### src/hdl/assert_macros.svh
// ----------------------------------------------------------------------------
// assertion macros
// clocked property checks shared by the matrix multiply modules
// ----------------------------------------------------------------------------
`ifndef ASSERT_MACROS_SVH
`define ASSERT_MACROS_SVH

`ifndef NO_ASSERTIONS

`define ASSERT_CLK(lbl, prop, msg) \
  lbl: assert property (@(posedge clk) disable iff (rst) prop) else $error(msg);

`define ASSERT_NEVER(lbl, expr, msg) \
  lbl: assert property (@(posedge clk) disable iff (rst) !(expr)) else $error(msg);

`else

`define ASSERT_CLK(lbl, prop, msg)

`define ASSERT_NEVER(lbl, expr, msg)

`endif

`endif

### src/hdl/dmm_pkg.sv
// ----------------------------------------------------------------------------
// dmm_pkg
// types and constants of the dense matrix multiply core
// ----------------------------------------------------------------------------
package dmm_pkg;

  localparam int DATA_W    = 32;
  localparam int ADDR_W    = 6;
  localparam int DEPTH     = 64;
  localparam int DIM_W     = 4;
  localparam int POS_W     = 3;
  localparam int CNT_W     = 7;
  localparam int CFG_IDX_W = 2;
  localparam int PROD_W    = 64;
  localparam int ACC_W     = 72;

  localparam logic [CNT_W-1:0] MAX_RESULTS = 7'd64;

  localparam logic [1:0] FUNC_LOAD_A = 2'd0;
  localparam logic [1:0] FUNC_LOAD_B = 2'd1;
  localparam logic [1:0] FUNC_START  = 2'd2;

  localparam logic [CFG_IDX_W-1:0] CFG_A_ROWS  = 2'd0;
  localparam logic [CFG_IDX_W-1:0] CFG_A_INNER = 2'd1;
  localparam logic [CFG_IDX_W-1:0] CFG_B_ROWS  = 2'd2;
  localparam logic [CFG_IDX_W-1:0] CFG_B_COLS  = 2'd3;

  typedef struct packed {
    logic [1:0]               func;
    logic [ADDR_W-1:0]        elem_index;
    logic signed [DATA_W-1:0] elem_value;
  } in_t;

  typedef struct packed {
    logic signed [DATA_W-1:0] prod_value;
    logic [POS_W-1:0]         out_row;
    logic [POS_W-1:0]         out_col;
    logic                     last;
    logic                     size_mismatch;
  } out_t;

  typedef struct packed {
    logic issue;
    logic first;
    logic last;
  } mac_ctl_t;

  typedef enum logic [1:0] {
    S_IDLE,
    S_ISSUE,
    S_WAIT,
    S_ERR
  } seq_state_t;

endpackage

### src/hdl/dmm_mac.sv
// ----------------------------------------------------------------------------
// dmm_mac
// multiply-accumulate of one C entry, floor scaling and saturation
// ----------------------------------------------------------------------------
`include "assert_macros.svh"

module dmm_mac #(
  parameter int FRAC_BITS = 16
) (
  input  logic                              clk,
  input  logic                              rst,
  input  dmm_pkg::mac_ctl_t                 ctl,
  input  logic signed [dmm_pkg::DATA_W-1:0] a_data,
  input  logic signed [dmm_pkg::DATA_W-1:0] b_data,
  input  logic                              take,
  output logic                              res_valid,
  output logic signed [dmm_pkg::DATA_W-1:0] res_value
);

  localparam int ACC_W  = dmm_pkg::ACC_W;
  localparam int PROD_W = dmm_pkg::PROD_W;
  localparam int DATA_W = dmm_pkg::DATA_W;

  logic                     m_v, m_first, m_last;
  logic                     p_v, p_first, p_last;
  logic signed [PROD_W-1:0] prod;
  logic signed [ACC_W-1:0]  acc;
  logic signed [ACC_W-1:0]  acc_next;
  logic signed [ACC_W-1:0]  shifted;
  logic                     fits;

  // memory data arrives in the cycle after the read is issued
  always_ff @(posedge clk) begin
    if (rst) begin
      m_v <= 1'b0;
      p_v <= 1'b0;
      res_valid <= 1'b0;
    end else begin
      m_v <= ctl.issue;
      p_v <= m_v;
      if (p_v && p_last) begin
        res_valid <= 1'b1;
      end else if (take) begin
        res_valid <= 1'b0;
      end
    end
  end

  always_ff @(posedge clk) begin
    m_first <= ctl.first;
    m_last  <= ctl.last;
    p_first <= m_first;
    p_last  <= m_last;
    if (m_v) begin
      prod <= a_data * b_data;
    end
    if (p_v) begin
      acc <= acc_next;
    end
  end

  always_comb begin
    acc_next = (p_first ? '0 : acc) + {{(ACC_W-PROD_W){prod[PROD_W-1]}}, prod};
  end

  assign shifted = acc >>> FRAC_BITS;
  assign fits = (&shifted[ACC_W-1:DATA_W-1]) || !(|shifted[ACC_W-1:DATA_W-1]);

  always_comb begin
    if (fits) begin
      res_value = shifted[DATA_W-1:0];
    end else if (acc[ACC_W-1]) begin
      res_value = {1'b1, {(DATA_W-1){1'b0}}};
    end else begin
      res_value = {1'b0, {(DATA_W-1){1'b1}}};
    end
  end

  `ASSERT_NEVER(a_issue_while_held, res_valid && (m_v || p_v), "new term while result held")
  `ASSERT_CLK(a_last_sets_result, p_v && p_last |=> res_valid, "last term gave no result")
  `ASSERT_CLK(a_result_holds, res_valid && !take |=> res_valid, "result dropped before take")

endmodule

### config.mk
export PLATFORM = sky130hd
export DESIGN_NAME = dmm_mac
export DESIGN_NICKNAME = d
export VERILOG_FILES = /design/src/hdl/dmm_pkg.sv /design/src/hdl/dmm_mac.sv
export VERILOG_INCLUDE_DIRS = /design/src /design/src/hdl
export SDC_FILE = /design/constraint.sdc
export NUM_CORES = 2
export LEC_CHECK = 0
export BUFFER_PORTS_ARGS = -buffer_cell sky130_fd_sc_hd__buf_4
export CORE_UTILIZATION = 30
export DETAILED_ROUTE_END_ITERATION = 6
export GPL_ROUTABILITY_DRIVEN = 0
export PLACE_DENSITY = 0.49
export SYNTH_ARGS = -nofsm -noshare
export SYNTH_HDL_FRONTEND = slang
export SYNTH_SLANG_ARGS = --single-unit
### constraint.sdc
create_clock -name clk -period 25.5 [get_ports clk]
set_clock_uncertainty 0.1 [all_clocks]
set_input_delay 2.55 -clock clk [delete_from_list [all_inputs] [get_ports clk]]
set_output_delay 2.55 -clock clk [all_outputs]
set_load 0.005 [all_outputs]
Word level (Yosys, flattened, before mapping)
Cells that the tools add are included.
{ "classes": {"n_addsub": 1, "n_mul": 1, "n_mux": 5, "reduce_logical": 6} }
{ "ops": {"columns": ["operator", "count"], "rows": [
  ["72-bit adder", 1],
  ["72-bit 2-to-1 mux", 1],
  ["32-bit by 32-bit multiplier with 64-bit output", 1],
  ["32-bit 2-to-1 mux", 2],
  ["25-bit AND reduction", 1],
  ["25-bit OR reduction", 1],
  ["1-bit 2-to-1 mux", 2],
  ["2-bit nonzero test", 1],
  ["1-bit logical AND", 1],
  ["1-bit zero test", 1],
  ["1-bit logical OR", 1]
]} }
{ "totals": {"reg_bits": 143, "inputBits": 70, "out_inout_bits": 33} }

Logic depth before layout (Yosys ltp)
{ "depth": {"depth_word": 4, "mapped_depth": 30} }

Worst setup path after synthesis
No wires, ideal clock.
{ "synth_timing": {"kind": "input to register", "from": "in b_data[2] (netlist bit)", "to": "reg prod[57], data pin", "setup_time_ns": 0.260, "arrival_ns": 9.650, "t_required_ns": 25.140, "path_slack_ns": 15.491, "path_stages": 25, "path_cell_list": "clkbuf_1 -> nand2_1 -> inv_1 -> fa_1 -> fa_1 -> fa_1 -> fa_1 -> fa_1 -> fa_1 -> fa_1 -> inv_1 -> fa_1 -> inv_1 -> ha_1 -> a21o_1 -> a21o_1 -> a21oi_1 -> nand3_1 -> a211oi_1 -> a21oi_2 -> a221o_1 -> a31oi_4 -> nor2_1 -> a31o_1 -> xor2_1"} }
{ "synth_via": {"elab_chain_cells": 1} }
{ "synth_rtl": {"columns": ["item", "line", "text"], "rows": [
  ["from (decl)", "dmm_mac.sv:14", "input logic signed [dmm_pkg::DATA_W-1:0] b_data,"],
  ["32-bit by 32-bit multiplier with 64-bit output", "dmm_mac.sv:55", "prod <= a_data * b_data;"],
  ["to (signal assigned)", "dmm_mac.sv:55", null],
  ["to (decl)", "dmm_mac.sv:26", "logic signed [PROD_W-1:0] prod;"]
]} }
Every way passes these cells.
A chain may end at the register's enable or synchronous reset.

Worst setup path after layout
{ "layout_timing": {"from": "in b_data[5] (netlist bit)", "to": "reg prod[62], data pin"} }
Same word-level chain as after synthesis.

==> impl_metrics.yaml <==
logic_synthesis:
  dominantRegCellSynth: "sky130_fd_sc_hd__edfxtp_1"
  synth.area.mux_share_pct: 0.0690
  post_synthesis_sequential_area_ratio_pct: 9.31
  largest_family_of_logic_cells_by_synthesized_area: "adder cells"
  syn-num-nets: 6162
  synthArstFlopShare_pct: 0
  synth-xor-area-share_pct: 2.70
  synth_cell_type_count: 83
  synth_edf_count: 136
  synth_adder_area_share_pct: 54.8
  avgSynthCellArea_sq_um: 9.54
  ys_seq_elements: 143
  syn-instance-count: 4754
  syn_area_sq_mm: 0.0453
  synth_simple_gate_area_share_pct: 15.6
  synth-compound-area-share_pct: 6.94
  yosys_warnings: 0
drt:
  dr.pass1.iters: 5
  dr.first_iter.drc_count: 1849
  totalWireLength_mm: 125
  vias: 30900
  drcViolationCount: 0
  routed_wire_length_per_instance_microns: 18.8
  drtAntennaViolNets: 0
  vias_per_cell: 4.63
clock_tree:
  cts-resized-gates: 0
  cts_tree: "done"
  cts_root_buf: "sky130_fd_sc_hd__clkbuf_16"
  postCtsSetupBuffers: 0
  htreeDepth: 4
  clock-sinks: 143
  clock_path_buffers: 2
  clkTransAtPathRegs_ps: 60
  post_cts_hold_buffer_count: 0
  clock_insertion_delay_worst_skew_ps: 440
  total_cts_buffers: 17
min_path:
  timing.hold.worst_endpoint: "p_first$_DFF_P_"
  worst_hold_startpoint: "m_first$_DFF_P_"
  min-delay-path-class: "flop to flop"
  worst_hold_path.num_cells: 0
setup_path:
  critical_path.reg2reg.endpoint: "acc[66]$_DFFE_PP_"
  crit_path_frequent_cell: "sky130_fd_sc_hd__fa_1"
  rrSetupSlack_ps: 20500
  crit_path_max_incr_delay_ps: 860
  required_ps: 25580
  crit_path_launch_type: "primary input"
  top_delay_family_on_crit_path: "adder cells"
  worst-path-buf-inv: 8
  critical_path.max_fanout: 32
  arrival_time_of_the_worst_setup_path_ps: 10430
  crit_type: "primary input to flop"
  worst_setup_path_startpoint: "b_data[5]"
  source_of_the_worst_register_to_register_timing_path: "p_first$_DFF_P_"
  worst_path_max_delay_cell: "sky130_fd_sc_hd__fa_1"
  setup.worst_path.end_class: "flop"
  timing.reg2reg.worst_path_depth: 14
grt:
  grt_util_all_layers_pct: 17.0
  grt_overflow_total: 0
  pin_count_of_the_biggest_net_entering_global_routing: 74
  global_route_wire_length_before_repair_mm: 202
  grt_pass1_vias: 34100
  grt_antenna_before_repair: 3
final_layout:
  num-fill-cells: 15600
  design.final.nets: 6050
  share_of_cells_above_drive_strength_1_pct: 3.59
  syn_to_final_growth_pct: 6.59
sta:
  min_period_ps: 10350
  final_count_of_hold_timing_violations: 0
  hold_slack_ps: 227
  timing.slew.headroom_pct: 26.5
  slew_violations: 0
  clock.fmax_ghz: 0.0966
  worst_slew_pin_slew_ps: 1100
  setup_viol_count_final: 0
  grt_setup_unrepaired: "false"
  setup_tns_ps: 0
  final_min_period_over_clock_period_pct: 40.6
floorplan:
  core_region_area_sq_mm: 0.150
  pin_count: 103
  die_y_microns: 391
  starting_utilization_of_the_core_area_pct: 30.2
  fp.dieArea_sq_mm: 0.153
  die_w_microns: 391
  std_cell_rows: 142
placement:
  portBuffers: 102
  post-dp-hpwl_mm: 100
flow_run:
  drv_cap: 0
status:
  run_status: "completed"
-- registers in the layout, summed over array words and instances, names as in the netlist --
name and count:
prod 64, m_first 1, p_last 1, p_first 1
m_last 1, res_valid 1, m_v 1, p_v 1
acc 72
-- layout by cell type, fill, tap and decap left out, types with 26 or more instances in the layout --
master | netlist | routed
sky130_fd_sc_hd__nand2_1 | 556 | 556
sky130_fd_sc_hd__buf_4 | 0 | 105
sky130_fd_sc_hd__nand3_1 | 26 | 26
sky130_fd_sc_hd__nand4_1 | 33 | 33
sky130_fd_sc_hd__o21ai_0 | 86 | 86
sky130_fd_sc_hd__a21oi_1 | 144 | 143
sky130_fd_sc_hd__and2_1 | 521 | 521
sky130_fd_sc_hd__fa_1 | 1083 | 1083
sky130_fd_sc_hd__nor2_1 | 88 | 88
sky130_fd_sc_hd__xor2_1 | 49 | 49
sky130_fd_sc_hd__xnor2_1 | 91 | 91
sky130_fd_sc_hd__edfxtp_1 | 136 | 136
sky130_fd_sc_hd__o21bai_1 | 29 | 29
sky130_fd_sc_hd__a21o_1 | 88 | 88
sky130_fd_sc_hd__inv_1 | 1030 | 1030
sky130_fd_sc_hd__nor2b_1 | 86 | 86
sky130_fd_sc_hd__ha_1 | 255 | 255
-- cell type report --
type | instances | area [sq um] | area share (%)
diodes | 1 | 2.50 | 0.00518
clock buffers | 18 | 429 | 0.888
clock inverters | 13 | 143 | 0.295
inverters | 1030 | 3870 | 8.00
multi-input cells | 3345 | 36400 | 75.2
flip-flops and latches | 143 | 4230 | 8.75
well taps | 2016 | 2520 | 5.22
repair buffers | 105 | 788 | 1.63
-- worst reg2reg max path: cells and delay by family (launching register included) --
family	cells	cell delay, ps
AOI/OAI and AO/OA	6	1340
xor gates and xnor gates	1	140
adders and majority gates	1	410
buffers and inverters	1	620
DFF	1	730
and+or+nand+nor	5	1420
-- layer usage --
metal	vias up	GRT usage, %	part of all wire, %
met2	630	26.9	45
met4	4	1.99	0.72
met3	64	1.52	4.4
met1	16200	25.6	50
li1	14000	-	-
met5	-	0	0.022
-- worst max path at each step --
stage / endpoint / depth (start not counted)
3_5_place_dp: prod[63]$_DFFE_PP_ / 25
4_1_cts: prod[63]$_DFFE_PP_ / 25
5_1_grt: prod[63]$_DFFE_PP_ / 25
3_3_place_gp: prod[57]$_DFFE_PP_ / 25
2_1_floorplan: prod[57]$_DFFE_PP_ / 25
6_report: prod[62]$_DFFE_PP_ / 25
-- stage by stage --
stage          area (sq um)  util, %  worst slack [ps]  cells
2_1_floorplan         45300        -             15490   4754
3_3_place_gp          47800     31.9             14730   6639
3_5_place_dp          47800     31.9             14610   6639
4_1_cts               48300     32.2             15080   6670
5_1_grt               48300     32.2             14640   6670
6_report              48300     32.2             15150   6671
-- cell families after synthesis --
| group | Yosys count |
|---|---|
| DFF | 143 |
| xor gates and xnor gates | 140 |
| buffers and inverters | 1266 |
| AOI/OAI and AO/OA | 475 |
| muxes | 3 |
| and+or+nand+nor | 1389 |
| adders and majority gates | 1338 |
-- synth_stat cells, types with 4 or more instances --
master	number	area [sq um]
sky130_fd_sc_hd__a211oi_1	6	45.0
sky130_fd_sc_hd__a21boi_0	4	30.0
sky130_fd_sc_hd__a21o_1	88	661
sky130_fd_sc_hd__a21oi_1	144	721
sky130_fd_sc_hd__a221o_1	4	40.0
sky130_fd_sc_hd__a31o_1	4	35.0
sky130_fd_sc_hd__a31oi_1	14	87.6
sky130_fd_sc_hd__and2_1	521	3260
sky130_fd_sc_hd__and3_1	14	87.6
sky130_fd_sc_hd__buf_2	9	45.0
sky130_fd_sc_hd__clkbuf_1	224	841
sky130_fd_sc_hd__dfxtp_1	7	140
sky130_fd_sc_hd__edfxtp_1	136	4080
sky130_fd_sc_hd__fa_1	1083	21700
sky130_fd_sc_hd__ha_1	255	3190
sky130_fd_sc_hd__inv_1	1030	3870
sky130_fd_sc_hd__nand2_1	556	2090
sky130_fd_sc_hd__nand2b_1	23	144
sky130_fd_sc_hd__nand3_1	26	130
sky130_fd_sc_hd__nand4_1	33	206
sky130_fd_sc_hd__nor2_1	88	330
sky130_fd_sc_hd__nor2b_1	86	538
sky130_fd_sc_hd__nor3_1	12	60.1
sky130_fd_sc_hd__nor4_1	9	56.3
sky130_fd_sc_hd__o211ai_1	6	45.0
sky130_fd_sc_hd__o21a_1	15	113
sky130_fd_sc_hd__o21ai_0	86	430
sky130_fd_sc_hd__o21ai_1	16	80.1
sky130_fd_sc_hd__o21ai_2	4	35.0
sky130_fd_sc_hd__o21bai_1	29	218
sky130_fd_sc_hd__o31ai_1	7	52.6
sky130_fd_sc_hd__or3_1	6	37.5
sky130_fd_sc_hd__xnor2_1	91	797
sky130_fd_sc_hd__xor2_1	49	429
Power is left out: the tool's default activity adds up to more than one toggle a clock period on the data nets, which glitch-free logic cannot reach.
