<file path="config.mk">
export PLATFORM = sky130hd
export DESIGN_NAME = dmm_ctrl
export DESIGN_NICKNAME = d
export VERILOG_FILES = /design/src/hdl/dmm_pkg.sv /design/src/hdl/dmm_ctrl.sv
export VERILOG_INCLUDE_DIRS = /design/src /design/src/hdl
export SDC_FILE = /design/constraint.sdc
export NUM_CORES = 1
export LEC_CHECK = 0
export BUFFER_PORTS_ARGS = -buffer_cell sky130_fd_sc_hd__buf_2
export CAP_MARGIN = 40
export CORE_MARGIN = 5
export CORE_UTILIZATION = 40
export CTS_BUF_LIST = sky130_fd_sc_hd__clkbuf_16
export CTS_CLUSTER_DIAMETER = 60
export DETAILED_ROUTE_END_ITERATION = 16
export SYNTH_ARGS = -nofsm -noshare
export SYNTH_HDL_FRONTEND = slang
export SYNTH_SLANG_ARGS = --single-unit
</file>
<file path="constraint.sdc">
create_clock -name clk -period 7.15 [get_ports clk]
set_clock_uncertainty 0.05 [all_clocks]
set_input_delay 0 -clock clk [delete_from_list [all_inputs] [get_ports clk]]
set_output_delay 0 -clock clk [all_outputs]
set_load 0.02 [all_outputs]
</file>
<file path="src/hdl/assert_macros.svh">
// ----------------------------------------------------------------------------
// assertion macros
// clocked property checks shared by the matrix multiply modules
// ----------------------------------------------------------------------------
`ifndef ASSERT_MACROS_SVH
`define ASSERT_MACROS_SVH

`ifndef NO_ASSERTIONS

`define ASSERT_CLK(lbl, prop, msg) \
  lbl: assert property (@(posedge clk) disable iff (rst) prop) else $error(msg);

`define ASSERT_NEVER(lbl, expr, msg) \
  lbl: assert property (@(posedge clk) disable iff (rst) !(expr)) else $error(msg);

`else

`define ASSERT_CLK(lbl, prop, msg)

`define ASSERT_NEVER(lbl, expr, msg)

`endif

`endif

</file>
<file path="src/hdl/dmm_pkg.sv">
// ----------------------------------------------------------------------------
// dmm_pkg
// types and constants of the dense matrix multiply core
// ----------------------------------------------------------------------------
package dmm_pkg;

  localparam int DATA_W    = 32;
  localparam int ADDR_W    = 6;
  localparam int DEPTH     = 64;
  localparam int DIM_W     = 4;
  localparam int POS_W     = 3;
  localparam int CNT_W     = 7;
  localparam int CFG_IDX_W = 2;
  localparam int PROD_W    = 64;
  localparam int ACC_W     = 72;

  localparam logic [CNT_W-1:0] MAX_RESULTS = 7'd64;

  localparam logic [1:0] FUNC_LOAD_A = 2'd0;
  localparam logic [1:0] FUNC_LOAD_B = 2'd1;
  localparam logic [1:0] FUNC_START  = 2'd2;

  localparam logic [CFG_IDX_W-1:0] CFG_A_ROWS  = 2'd0;
  localparam logic [CFG_IDX_W-1:0] CFG_A_INNER = 2'd1;
  localparam logic [CFG_IDX_W-1:0] CFG_B_ROWS  = 2'd2;
  localparam logic [CFG_IDX_W-1:0] CFG_B_COLS  = 2'd3;

  typedef struct packed {
    logic [1:0]               func;
    logic [ADDR_W-1:0]        elem_index;
    logic signed [DATA_W-1:0] elem_value;
  } in_t;

  typedef struct packed {
    logic signed [DATA_W-1:0] prod_value;
    logic [POS_W-1:0]         out_row;
    logic [POS_W-1:0]         out_col;
    logic                     last;
    logic                     size_mismatch;
  } out_t;

  typedef struct packed {
    logic issue;
    logic first;
    logic last;
  } mac_ctl_t;

  typedef enum logic [1:0] {
    S_IDLE,
    S_ISSUE,
    S_WAIT,
    S_ERR
  } seq_state_t;

endpackage

</file>
<file path="src/hdl/dmm_ctrl.sv">
// ----------------------------------------------------------------------------
// dmm_ctrl
// configuration registers, load path, entry sequencer and output register
// ----------------------------------------------------------------------------
`include "assert_macros.svh"

module dmm_ctrl #(
  parameter int MAX_DIM = 8
) (
  input  logic                                clk,
  input  logic                                rst,
  input  logic                                in_valid,
  output logic                                in_stall,
  input  dmm_pkg::in_t                        in_item,
  output logic                                out_valid,
  input  logic                                out_stall,
  output dmm_pkg::out_t                       out_item,
  input  logic                                cfg_we,
  input  logic [dmm_pkg::CFG_IDX_W-1:0]       cfg_index,
  input  logic [dmm_pkg::DIM_W-1:0]           cfg_data,
  output logic                                a_we,
  output logic                                b_we,
  output logic [dmm_pkg::ADDR_W-1:0]          a_raddr,
  output logic [dmm_pkg::ADDR_W-1:0]          b_raddr,
  output dmm_pkg::mac_ctl_t                   mac_ctl,
  output logic                                take,
  input  logic                                res_valid,
  input  logic signed [dmm_pkg::DATA_W-1:0]   res_value
);

  localparam int DIM_W  = dmm_pkg::DIM_W;
  localparam int ADDR_W = dmm_pkg::ADDR_W;
  localparam int CNT_W  = dmm_pkg::CNT_W;
  localparam int POS_W  = dmm_pkg::POS_W;
  localparam logic [DIM_W-1:0] DIM_CAP =
    (MAX_DIM >= (1 << DIM_W) - 1) ? {DIM_W{1'b1}} : DIM_W'(MAX_DIM);
  localparam logic [2*DIM_W-1:0] RESULT_CAP = (2*DIM_W)'(dmm_pkg::MAX_RESULTS);

  dmm_pkg::seq_state_t state, state_next;

  logic [DIM_W-1:0]  a_rows, a_inner, b_rows, b_cols;
  logic [DIM_W-1:0]  kdim, cols;
  logic [DIM_W-1:0]  r, s, k;
  logic [ADDR_W-1:0] a_base;
  logic [CNT_W-1:0]  n, total;
  logic [2*DIM_W-1:0] size_prod;
  logic              slot_free;
  logic              accept;
  logic              emit, emit_err, start_ok;
  logic              entry_last;

  function automatic logic [DIM_W-1:0] eff_dim(input logic [DIM_W-1:0] d);
    logic [DIM_W-1:0] e;
    if (d == '0) begin
      e = DIM_W'(1);
    end else if (d > DIM_CAP) begin
      e = DIM_CAP;
    end else begin
      e = d;
    end
    return e;
  endfunction

  assign accept     = in_valid && !in_stall;
  assign a_we       = accept && (in_item.func == dmm_pkg::FUNC_LOAD_A);
  assign b_we       = accept && (in_item.func == dmm_pkg::FUNC_LOAD_B);
  assign slot_free  = !out_valid || !out_stall;
  assign entry_last = (n + CNT_W'(1)) == total;
  assign size_prod  = {{DIM_W{1'b0}}, eff_dim(a_rows)} * {{DIM_W{1'b0}}, eff_dim(b_cols)};

  always_ff @(posedge clk) begin
    if (rst) begin
      state <= dmm_pkg::S_IDLE;
    end else begin
      state <= state_next;
    end
  end

  always_comb begin
    state_next = state;
    in_stall   = 1'b1;
    mac_ctl    = '0;
    emit       = 1'b0;
    emit_err   = 1'b0;
    start_ok   = 1'b0;
    take       = 1'b0;
    unique case (state)
      dmm_pkg::S_IDLE: begin
        in_stall = 1'b0;
        if (in_valid && (in_item.func == dmm_pkg::FUNC_START)) begin
          if (a_inner != b_rows) begin
            state_next = dmm_pkg::S_ERR;
          end else begin
            start_ok   = 1'b1;
            state_next = dmm_pkg::S_ISSUE;
          end
        end
      end
      dmm_pkg::S_ISSUE: begin
        mac_ctl.issue = 1'b1;
        mac_ctl.first = (k == '0);
        mac_ctl.last  = (k == kdim - DIM_W'(1));
        if (mac_ctl.last) begin
          state_next = dmm_pkg::S_WAIT;
        end
      end
      dmm_pkg::S_WAIT: begin
        if (res_valid && slot_free) begin
          emit       = 1'b1;
          take       = 1'b1;
          state_next = entry_last ? dmm_pkg::S_IDLE : dmm_pkg::S_ISSUE;
        end
      end
      dmm_pkg::S_ERR: begin
        if (slot_free) begin
          emit_err   = 1'b1;
          state_next = dmm_pkg::S_IDLE;
        end
      end
      default: begin
        state_next = dmm_pkg::S_IDLE;
      end
    endcase
  end

  // configuration
  always_ff @(posedge clk) begin
    if (rst) begin
      a_rows  <= DIM_W'(1);
      a_inner <= DIM_W'(1);
      b_rows  <= DIM_W'(1);
      b_cols  <= DIM_W'(1);
    end else if (cfg_we) begin
      unique case (cfg_index)
        dmm_pkg::CFG_A_ROWS:  a_rows  <= cfg_data;
        dmm_pkg::CFG_A_INNER: a_inner <= cfg_data;
        dmm_pkg::CFG_B_ROWS:  b_rows  <= cfg_data;
        dmm_pkg::CFG_B_COLS:  b_cols  <= cfg_data;
        default: ;
      endcase
    end
  end

  // loop counters and read addresses
  always_ff @(posedge clk) begin
    if (start_ok) begin
      kdim    <= eff_dim(a_inner);
      cols    <= eff_dim(b_cols);
      total   <= (size_prod > RESULT_CAP) ? dmm_pkg::MAX_RESULTS : size_prod[CNT_W-1:0];
      r       <= '0;
      s       <= '0;
      k       <= '0;
      n       <= '0;
      a_base  <= '0;
      a_raddr <= '0;
      b_raddr <= '0;
    end else if (mac_ctl.issue && !mac_ctl.last) begin
      k       <= k + DIM_W'(1);
      a_raddr <= a_raddr + ADDR_W'(1);
      b_raddr <= b_raddr + ADDR_W'(cols);
    end else if (emit && !entry_last) begin
      k <= '0;
      n <= n + CNT_W'(1);
      if (s == cols - DIM_W'(1)) begin
        s       <= '0;
        r       <= r + DIM_W'(1);
        a_base  <= a_base + ADDR_W'(kdim);
        a_raddr <= a_base + ADDR_W'(kdim);
        b_raddr <= '0;
      end else begin
        s       <= s + DIM_W'(1);
        a_raddr <= a_base;
        b_raddr <= ADDR_W'(s) + ADDR_W'(1);
      end
    end
  end

  // output register
  always_ff @(posedge clk) begin
    if (rst) begin
      out_valid <= 1'b0;
    end else if (emit || emit_err) begin
      out_valid <= 1'b1;
    end else if (!out_stall) begin
      out_valid <= 1'b0;
    end
  end

  always_ff @(posedge clk) begin
    if (emit) begin
      out_item.prod_value    <= res_value;
      out_item.out_row       <= r[POS_W-1:0];
      out_item.out_col       <= s[POS_W-1:0];
      out_item.last          <= entry_last;
      out_item.size_mismatch <= 1'b0;
    end else if (emit_err) begin
      out_item.prod_value    <= '0;
      out_item.out_row       <= '0;
      out_item.out_col       <= '0;
      out_item.last          <= 1'b1;
      out_item.size_mismatch <= 1'b1;
    end
  end

  `ASSERT_CLK(a_result_only_in_wait, res_valid |-> state == dmm_pkg::S_WAIT, "stray mac result")
  `ASSERT_CLK(a_k_in_range, state == dmm_pkg::S_ISSUE |-> k < kdim && n < total, "counter overrun")
  `ASSERT_CLK(a_err_is_last, out_valid && out_item.size_mismatch |-> out_item.last, "error not last")

endmodule

</file>
# Word-level counts from Yosys, hierarchy flattened
# Cells that the tools add are included.
# totals
register_bits,111
latchBits,0
ramBits,0
rom_bits,0
in_bits,84
out_inout_bits,60
word_cells,119
mem_count,0
# classes
addsub,10
multipliers,1
n_div,0
magnitude_cmp,4
n_eq_ne,17
shifts,0
mux,34
bitwise_logic,1
reduce_logical,30
# ops
op,count
2-to-1 mux 40 bit,2
2-to-1 mux 4 bit,8
2-to-1 mux 6 bit,5
logical NOT 4 bit,4
"adder 4 x 1 -> 4 bit, second input constant",3
adder 6 x 4 -> 6 bit,2
"> comparator 4 bit, second input constant",3
2-to-1 mux 1 bit,11
"equality test 2 bit, second input constant",5
2-to-1 mux 2 bit,5
AND reduction 2 bit,5
equality test 4 bit,2
"> comparator 8 x 7 -> 1 bit, second input constant",1
multiplier 4 x 4 -> 8 bit,1
one-hot mux 2 bit (4 select lines),1
"subtractor 4 x 1 -> 4 bit, second input constant",2
"adder 7 x 1 -> 7 bit, second input constant",1
equality test 7 bit,1
logical AND 1 bit,7
"adder 6 x 1 -> 6 bit, second input constant",1
"equality test 2 x 1 -> 1 bit, second input constant",3
logical NOT 2 bit,3
"!= test 2 bit, second input constant",3
"adder 4 x 1 -> 5 bit, second input constant",1
11 further kinds,17

# Longest topological paths before layout
# logic_depth
word_depth,8
ltp_mapped,14
depth_no_buf,14

# Worst setup path after synthesis
# Ideal clock, no wire load.
# synth_timing
path_type,register to register
from,register a_rows[3]
to,register total[6] (data pin)
setup_ps,262
arrival_ps,3330
required_ps,6838
setup_slack_ps,3508
path_stages_with_launch,15
path_cell_list,dfxtp_1 -> clkbuf_1 -> o21bai_1 -> nor2_1 -> fa_1 -> inv_1 -> fa_1 -> inv_1 -> ha_1 -> a21o_1 -> a21oi_1 -> o21bai_1 -> a21oi_1 -> xnor2_1 -> or2_2
# synth_between
elab_chain_len,5
# synth_rtl
element,line,source
"start, declared",dmm_ctrl.sv:41,"logic [DIM_W-1:0] a_rows, a_inner, b_rows, b_cols;"
"start signal, assigned",dmm_ctrl.sv:135,dmm_pkg::CFG_A_ROWS: a_rows <= cfg_data;
> comparator 4 bit,dmm_ctrl.sv:56,end else if (d > DIM_CAP) begin
2-to-1 mux 4 bit,dmm_ctrl.sv:56,
2-to-1 mux 4 bit (*),dmm_ctrl.sv:54,if (d == '0) begin
multiplier 4 x 4 -> 8 bit (*),dmm_ctrl.sv:69,"assign size_prod = {{DIM_W{1'b0}}, eff_dim(a_rows)} * {{DIM_W{1'b0}}, eff_dim(b_cols)};"
> comparator 8 x 7 -> 1 bit,dmm_ctrl.sv:149,total <= (size_prod > RESULT_CAP) ? dmm_pkg::MAX_RESULTS : size_prod[CNT_W-1:0];
"end signal, assigned",dmm_ctrl.sv:149,
"end, declared",dmm_ctrl.sv:45,"logic [CNT_W-1:0] n, total;"
# Mark *: on every way between the ends. The rest lies on a longest branch, timed or not.
# A chain may end at the register's enable or synchronous reset.

# Worst setup path after layout
# layout_timing
from,register a_rows[1]
to,register total[6] (data pin)
# Same word-level chain as after synthesis.

==> flow_summary.json <==
{
  "vias": 4549,
  "port_buffers": 105,
  "path_clk_slew_ns": 0.07,
  "required_ns": 7.20,
  "core-area_sq_um": 14400,
  "grt_pass1_wl_um": 21100,
  "tritoncts": "built",
  "cp.arrival_ns": 3.94,
  "syn_avg_cell_area_sq_um": 10.4,
  "nFillCells": 1302,
  "netSwitchingPower_w": 0.000473,
  "netlist_area_sq_um": 5860,
  "hold_ws_ns": 0.0621,
  "clk_latency_ns": 0.35,
  "power_frac_seq": 0.493,
  "rsz0062_at_grt": "no",
  "cts_max_level": 3,
  "fin_crit_sh": 0.545,
  "ys_async_sr_fraction": 0,
  "die_w_um": 131,
  "grt_max_degree": 56,
  "ctsResizeCount": 0,
  "finalMaxSlewViolations": 0,
  "preCtsSetupSlack_ns": 3.23,
  "cp_max_fo": 7,
  "dieArea_sq_um": 17200,
  "pwr-share-clk": 0.294,
  "setup_ws_ns": 3.25,
  "synth-seq-cells": 110,
  "wl_per_cell_um": 14.7,
  "setup_viol": 0,
  "start_util": 0.406,
  "clk_path_buf_depth": 2,
  "wl_um": 13100,
  "dr.pass1.iters": 4,
  "ys_seq_area_frac": 0.468,
  "postSynthCellCount": 565,
  "ys.flop_type": "dfxtp_1",
  "syn_nets": 683,
  "grt.overflow.total": 0,
  "cellInternalPower_w": 0.00111,
  "leakage_nw": 2.91,
  "peakVddDrop_v": 0.000137,
  "post-route-drc-count": 0,
  "critPathKind": "flop to flop",
  "final-hold-violation-count": 0,
  "multiInputGateArea_sq_um": 2810,
  "layout_common_cells": "105 x buf_2, 56 x dfxtp_1, 54 x edfxtp_1",
  "dpl.hpwl_um": 9090,
  "yosys.cell_types.count": 66,
  "numCtsBuffers": 9,
  "nets": 818,
  "antenna_found_initial": 0,
  "yosysWarnings": 0,
  "drv_cap": 0,
  "period_minus_slack_ns": 3.90,
  "seqCellArea_sq_um": 2740,
  "n_antenna_cell": 0,
  "hold_buffers": 41,
  "die_h_um": 131,
  "p_per_area_nw_per_um2": 220,
  "switching_share": 0.300,
  "synth_edf_count": 54,
  "gp_congestion": 0.848,
  "critical_path.startpoint_type": "flop",
  "cts-root-buf": "clkbuf_16",
  "ant_nets": 0,
  "max-slew-margin-rel": 0.370,
  "fin_util": 0.497,
  "drtIter0Drc": 206,
  "syn2layout_area_growth_pct": 22.3,
  "hold_class": "input port to flop",
  "track_usage": 0.153,
  "routed_via_density": 5.12,
  "status": "completed",
  "cts_setup_buffers": 0,
  "cts_sinks": 110,
  "tns_ns": 0,
  "end_kind": "flop",
  "max_freq_mhz": 257,
  "grt_pass1_vias": 4440,
  "pwr-share-comb": 0.213,
  "ioPinCount": 144,
  "drive_gt1_frac": 0.199,
  "final_common_cell": "buf_2",
  "p_total_w": 0.00158,
  "core.rowCount": 44,
  "worst_pin_slew_ns": 0.936
}
routing by layer:
layer	vias to the layer above	wire, um	GRT usage
met1	2098	6010	0.196
li1	2299	-	-
met2	140	5790	0.249
met3	12	1100	0.0402
met4	0	210	0.0593
met5	-	0	0
sequential cells by signal, indices dropped and copies added (netlist names):
name	count
b_cols	4
state	2
s	4
b_rows	4
a_rows	4
a_inner	4
b_raddr	6
n	7
total	7
r	3
k	4
kdim	4
out_item	40
a_base	6
a_raddr	6
cols	4
out_valid	1
cell families (layout without fill, tap and decap cells):
logic type	after synthesis	after routing	share of synthesized area
buf+inv	61	201	0.0542
mux	16	16	0.0278
compound gates	107	107	0.125
xor+xnor	37	37	0.0577
simple gates	200	200	0.187
fa+ha+maj	34	34	0.0803
flops	110	110	0.468
critical path: stages, from the launching register on:
cell and delay [ns]:
dfxtp_1 0.37, nor2_1 0.06, o21bai_1 0.33, nor2_1 0.12, fa_1 0.54, inv_1 0.05, fa_1 0.59, inv_1 0.06
ha_1 0.28, a21o_1 0.15, a21oi_1 0.22, o21bai_1 0.10, a21oi_1 0.18, xnor2_1 0.18, or2_2 0.34
layout make-up:
| class | count | share of cell area |
|---|---|---|
| inverter | 31 | 0.0162 |
| multi-input combinational | 394 | 0.392 |
| tap | 184 | 0.0321 |
| sequential | 110 | 0.383 |
| clock inverter | 7 | 0.00699 |
| timing repair buffer | 154 | 0.139 |
| clock buffer | 9 | 0.0314 |
worst paths after layout:
kind	startpoint	to	slack, ns	cells past startpoint
max	a_rows[1]	total[6]	3.25	14
min	cfg_index[1]	a_rows[1]	0.06	4
max reg2reg	a_rows[1]	total[6]	3.25	14
min reg2reg	out_item[0]	out_item[0]	0.43	1
power groups by stage:
| stage | registers [W] | logic [W] | clock network [W] |
|---|---|---|---|
| after global routing | 0.000787 | 0.000378 | 0.000505 |
| after CTS | 0.000778 | 0.000339 | 0.000483 |
| after global placement | 0.000788 | 0.000315 | 0 |
| final | 0.000778 | 0.000336 | 0.000464 |
| after detailed placement | 0.000791 | 0.000319 | 0 |
| after floorplan | 0.000817 | 0.000192 | 0 |
Yosys cell counts, types with 9 or more instances:
cell type	number	share of area
clkbuf_1	17	0.011
inv_1	31	0.020
o21ai_1	10	0.0085
nand4_1	10	0.011
nor2_1	41	0.026
xnor2_1	24	0.036
ha_1	28	0.060
and2_1	41	0.044
nand2_1	27	0.017
xor2_1	12	0.018
mux2i_1	14	0.024
edfxtp_1	54	0.28
nand2b_1	9	0.0096
nor3_1	14	0.012
a21oi_1	25	0.021
nand3_1	16	0.014
dfxtp_1	56	0.19
o21ai_0	10	0.0085
through the flow:
stage / instances / instance area, sq um
global placement: 831 / 6470
detailed placement: 832 / 6480
CTS: 889 / 7160
global route: 889 / 7160
floorplan: 565 / 5860
finish: 889 / 7160
Power figures use the tool's default switching activity.
